### config.mk
export PLATFORM = sky130hd
export DESIGN_NAME = prs80_round
export DESIGN_NICKNAME = d
export VERILOG_FILES = /design/src/rtl/prs80_pkg.sv /design/src/rtl/prs80_round.sv
export SDC_FILE = /design/constraint.sdc
export NUM_CORES = 1
export LEC_CHECK = 0
export BUFFER_PORTS_ARGS = -buffer_cell sky130_fd_sc_hd__buf_2
export CAP_MARGIN = 40
export CORE_MARGIN = 10
export CORE_UTILIZATION = 38
export CTS_CLUSTER_SIZE = 28
export DETAILED_ROUTE_END_ITERATION = 8
export PLACE_DENSITY = 0.68
export SYNTH_ARGS = -nofsm -noshare
export SYNTH_HDL_FRONTEND = slang
export SYNTH_SLANG_ARGS = --single-unit
### constraint.sdc
create_clock -name clk -period 2.3 [get_ports clk]
set_clock_uncertainty 0.05 [all_clocks]
set_input_delay 0.23 -clock clk [delete_from_list [all_inputs] [get_ports clk]]
set_output_delay 0.23 -clock clk [all_outputs]
set_load 0.03 [all_outputs]
### src/rtl/prs80_pkg.sv
// ----------------------------------------------------------------------------
// prs80_pkg
// Shared types, constants and round functions for the PRESENT-80 encryptor.
// ----------------------------------------------------------------------------
package prs80_pkg;

    // Sizes
    localparam int BLOCK_W     = 64;
    localparam int KEY_W       = 80;
    localparam int KEY_HIGH_W  = 16;
    localparam int CFG_DATA_W  = 64;
    localparam int CFG_IDX_W   = 8;
    localparam int RC_W        = 5;

    // Default number of full rounds
    localparam int ROUND_COUNT_DEF = 31;

    // Configuration register indexes
    localparam logic [CFG_IDX_W-1:0] REG_KEY_HIGH = 8'd0;
    localparam logic [CFG_IDX_W-1:0] REG_KEY_LOW  = 8'd1;

    // 4-bit S-box
    localparam logic [3:0] SBOX [16] = '{
        4'hC, 4'h5, 4'h6, 4'hB, 4'h9, 4'h0, 4'hA, 4'hD,
        4'h3, 4'hE, 4'hF, 4'h8, 4'h4, 4'h7, 4'h1, 4'h2
    };

    // One pipeline slot: valid bit, cipher state and the key register for it
    typedef struct packed {
        logic                 valid;
        logic [BLOCK_W-1:0]   state;
        logic [KEY_W-1:0]     key;
    } stage_t;

    // Round key is the top 64 bits of the key register
    function automatic logic [BLOCK_W-1:0] round_key(input logic [KEY_W-1:0] k);
        return k[KEY_W-1 -: BLOCK_W];
    endfunction

    // S-box on every nibble
    function automatic logic [BLOCK_W-1:0] sub_layer(input logic [BLOCK_W-1:0] s);
        logic [BLOCK_W-1:0] r;
        for (int n = 0; n < BLOCK_W / 4; n++) begin
            r[4*n +: 4] = SBOX[s[4*n +: 4]];
        end
        return r;
    endfunction

    // Bit permutation: bit i goes to 16*i mod 63, bit 63 stays
    function automatic logic [BLOCK_W-1:0] perm_layer(input logic [BLOCK_W-1:0] s);
        logic [BLOCK_W-1:0] r;
        r = '0;
        for (int i = 0; i < BLOCK_W; i++) begin
            if (i == BLOCK_W - 1)
                r[BLOCK_W-1] = s[i];
            else
                r[6'((16 * i) % (BLOCK_W - 1))] = s[i];
        end
        return r;
    endfunction

    // Key schedule step: rotate left 61, S-box top nibble, XOR counter at 19..15
    function automatic logic [KEY_W-1:0] key_update(input logic [KEY_W-1:0] k,
                                                     input logic [RC_W-1:0]  rc);
        logic [KEY_W-1:0] n;
        n = {k[18:0], k[KEY_W-1:19]};
        n[KEY_W-1 -: 4] = SBOX[n[KEY_W-1 -: 4]];
        n[19:15] = n[19:15] ^ rc;
        return n;
    endfunction

endpackage

### src/rtl/prs80_round.sv
// ----------------------------------------------------------------------------
// prs80_round
// One registered cipher round: add round key, S-box layer, permutation,
// and the matching key schedule step for the word it carries.
// ----------------------------------------------------------------------------
module prs80_round #(
    parameter int ROUND_IDX = 1
) (
    input  logic              clk,
    input  logic              rst_n,
    input  logic              en,
    input  prs80_pkg::stage_t stage_in,
    output prs80_pkg::stage_t stage_out
);
    import prs80_pkg::*;

    localparam logic [RC_W-1:0] RC = RC_W'(ROUND_IDX);

    logic               valid_reg;
    logic [BLOCK_W-1:0] state_reg;
    logic [KEY_W-1:0]   key_reg;
    logic [BLOCK_W-1:0] state_next;
    logic [KEY_W-1:0]   key_next;

    // Round datapath
    always_comb
    begin
        state_next = perm_layer(sub_layer(stage_in.state ^ round_key(stage_in.key)));
        key_next   = key_update(stage_in.key, RC);
    end

    // Valid bit
    always_ff @(posedge clk or negedge rst_n)
    begin
        if (!rst_n)
            valid_reg <= 1'b0;
        else if (en)
            valid_reg <= stage_in.valid;
    end

    // Payload, loaded only for a live word
    always_ff @(posedge clk)
    begin
        if (en && stage_in.valid)
        begin
            state_reg <= state_next;
            key_reg   <= key_next;
        end
    end

    assign stage_out.valid = valid_reg;
    assign stage_out.state = state_reg;
    assign stage_out.key   = key_reg;

endmodule
==> metrics.md <==
| Metric | Value |
|---|---|
| CTS tree | `built` |
| Final setup viols | `0` |
| Root Driver | `clkbuf_16` |
| Synth cell types | `26` |
| Post-synthesis mux area share | `5.75%` |
| Core region area | `15100 µm²` |
| # rows | `45` |
| Critical path required time | `2.39 ns` |
| Register bit total from synthesis | `114` |
| Synthesized area per cell | `14.2 µm²` |
| Slew Limit Headroom | `64.5%` |
| Largest net degree at the start of global routing | `between 60 and 70` |
| PD cells | `745 nW/µm²` |
| Initial antenna violation count | `0` |
| Share of cells above drive strength 1 | `approximately 40%` |
| Synth Area in Compound Gates | `roughly 3.8%` |
| Die area | `20800 µm²` |
| Placed instance area | `7290 µm²` |
| Clk slew on worst S/H paths | `0.05 ns` |
| Via Count | `4401` |
| Top delay family on crit path | `buffers and inverters` |
| Crit path max-delay cell type | `dlygate4sd3_1` |
| Hold Path Class | `in2reg` |
| Hold_ws | `0.0324 ns` |
| Max capacitance violation total | `0` |
| # H-tree levels | `4` |
| Largest family of logic cells by synthesized area | `XOR/XNOR gates` |
| Die X | `144 µm` |
| Setup ws final | `around 0.34 ns` |
| Fin nets | `941` |
| Synthesized area | `5860 µm²` |
| GRT Util Overall | `15.2%` |
| Final setup TNS | `0 ns` |
| Initial Util | `38.7%` |
| Worst slew pin tran | `0.529 ns` |
| Post-CTS Hold Fix Bufs | `76` |
| Share of the synthesized area in the top cell type | `57.9%` |
| Crit path kind | `in2reg` |
| Adder-cell share of the synthesized area | `5.56%` |
| Clk buf depth | `2` |
| Synth Area in XOR/XNOR | `16.2%` |
| Die height | `approximately 140 µm` |
| Period minus WS final | `1.96 ns` |
| HPWL Detailed | `between 10 and 15 mm` |
| Avg WL per Cell | `16.8 µm` |
| DRT iter0 DRCs | `137` |
| CTS Buf Count | `17` |
| Post-synth EDFFs | `around 110` |
| Vias per cell | `4.55` |
| Clk sinks | `between 100 and 150` |
| Synth warnings | `0` |
| Max reg flops | `80` |
| Syn-to-layout area delta | `46.5%` |
| CP endpoint kind | `register` |
| Status | `finished, final reports clean` |
| Gpl congestion | `0.753` |
| Fill cell count | `between 1k and 1.5k` |
| First-pass GRT wire length | `around 25 mm` |
| Area leader, netlist | `edfxtp_1` |
| Peak VDD IR | `0.431 mV` |
| GRT overflow | `0` |
| CP Cell Sequence | `dlygate4sd3_1 -> buf_2 -> xor2_1 -> ha_1 -> inv_1 -> mux4_2` |
| Simple-Gate Fraction of Synth Area | `4.17%` |
| Drt first pass iters | `4` |
| Data arrival, critical path | `2.05 ns` |
| Postcts setup bufs | `0` |
| Max FO, Critical Path | `7` |
| Final hold violation count | `0` |
| Resize count post-CTS | `0` |
| Part of the Yosys area used for sequential elements | `58.4%` |
| Period utilization | `85.3%` |
| Top cells by area, synth | `edfxtp_1 58%, xnor2_1 6.3%, ha_1 5.6%` |
| Remaining DRCs | `0` |
| Cell count after synthesis | `413` |
| Final std cell area, no fill | `~8600 µm²` |
| Number of global-route vias before repair | `4909` |
| I/O Pins | `293` |
| DRT Wirelength | `~16 mm` |
| Static Leak | `3.77 nW` |
| Critical path buffers and inverters | `3` |
| Antenna-violating nets left | `0` |
| Synth Flop Type | `edfxtp_1` |
| Startpoint Class | `primary input` |
| RSZ-0062 raised after global routing | `false` |
| Pwr Total | `6.39 mW` |
| FFs w/ async S/R, synth | `0.877%` |
| Fin. max-slew vios | `0` |
| Worst skew pair latency | `0.40 ns` |
| Slowest cell delay on critical path | `0.54 ns` |
| IO Port Bufs | `261` |
| Dpl ws | `~0.55 ns` |
| Max Clock Freq | `~0.51 GHz` |
## layout make-up
| class | instances | area [µm²] | area share (%) |
|---|---|---|---|
| repair buffers | 339 | 2110 | 24.6 |
| flip-flops and latches | 114 | 3420 | 39.9 |
| well taps | 188 | 235 | 2.74 |
| inverters | 26 | 97.6 | 1.14 |
| multi-input cells | 269 | 2190 | 25.6 |
| clock buffers | 17 | 425 | 4.96 |
| clock inverters | 14 | 98.8 | 1.15 |
| diodes | 1 | 2.50 | 0.0292 |
## power by group
group	internal, mW	leakage (nW)	switching [mW]
logic	0.575	2.44	0.935
clock network	1.45	0.258	0.885
registers	2.50	1.07	0.0413
## cells by family (layout without fill, tap and decap cells)
logic type                 Yosys count  count (layout)
muxes                               24              24
DFF                                114             114
AOI/OAI and AO/OA                   35              35
buffers and inverters               60             396
xor gates and xnor gates            93              93
and+or+nand+nor                     60              60
adders and majority gates           26              26
other                                1              32
## worst paths after layout
| path | startpoint | end | slack [ns] | cells past startpoint |
|---|---|---|---|---|
| min in group asynchronous | rst_n | valid_reg | 0.09 | 2 |
| min reg2reg | valid_reg | valid_reg | 0.47 | 1 |
| max in group asynchronous | rst_n | valid_reg | 2.03 | 2 |
| max reg2reg | valid_reg | valid_reg | 1.50 | 1 |
| min | stage_in[144] | valid_reg | 0.03 | 2 |
| max | stage_in[77] | state_reg[31] | 0.34 | 6 |
## synth_stat cells (3+ instances only)
library cell and number:
nor2_1 40, xor2_2 15, buf_4 32, a21oi_1 5, xnor2_1 42, inv_1 26, mux4_2 5, and2b_1 3
mux2i_1 16, a311oi_1 11, edfxtp_1 113, xor2_1 35, nand2_1 14, o21ai_0 17, ha_1 26
## layer usage
| metal | GRT usage (%) | vias to the layer above | part of all wire [%] |
|---|---|---|---|
| li1 | - | 2092 | - |
| met1 | 15.1 | 2091 | 36 |
| met2 | 28.0 | 203 | 52 |
| met3 | 6.13 | 15 | 10 |
| met4 | 5.53 | 0 | 1.4 |
| met5 | 0 | - | 0 |
## metrics by stage
step	instances	util [%]
global route	967	56.6
CTS	967	56.6
finish	968	56.6
detailed placement	860	48.1
floorplan	443	-
global placement	860	48.1
## cells in the final DEF (no fill, tap or decap), drive strengths merged
cell type	instances
nor2	40
ha	26
clkbuf	17
xor2	51
and2	1
inv	26
nand3b	1
clkinv	11
mux2i	16
mux4	7
conb	31
buf	263
o21ai	17
o21a	1
a21oi	5
edfxtp	113
mux2	1
diode	1
nand3	1
a311oi	11
a211oi	1
dfrtp	1
nand2	14
xnor2	42
clkinvlp	2
and2b	3
dlygate4sd3	76
bufinv	1
No activity file was read; power rests on OpenSTA's default activity.
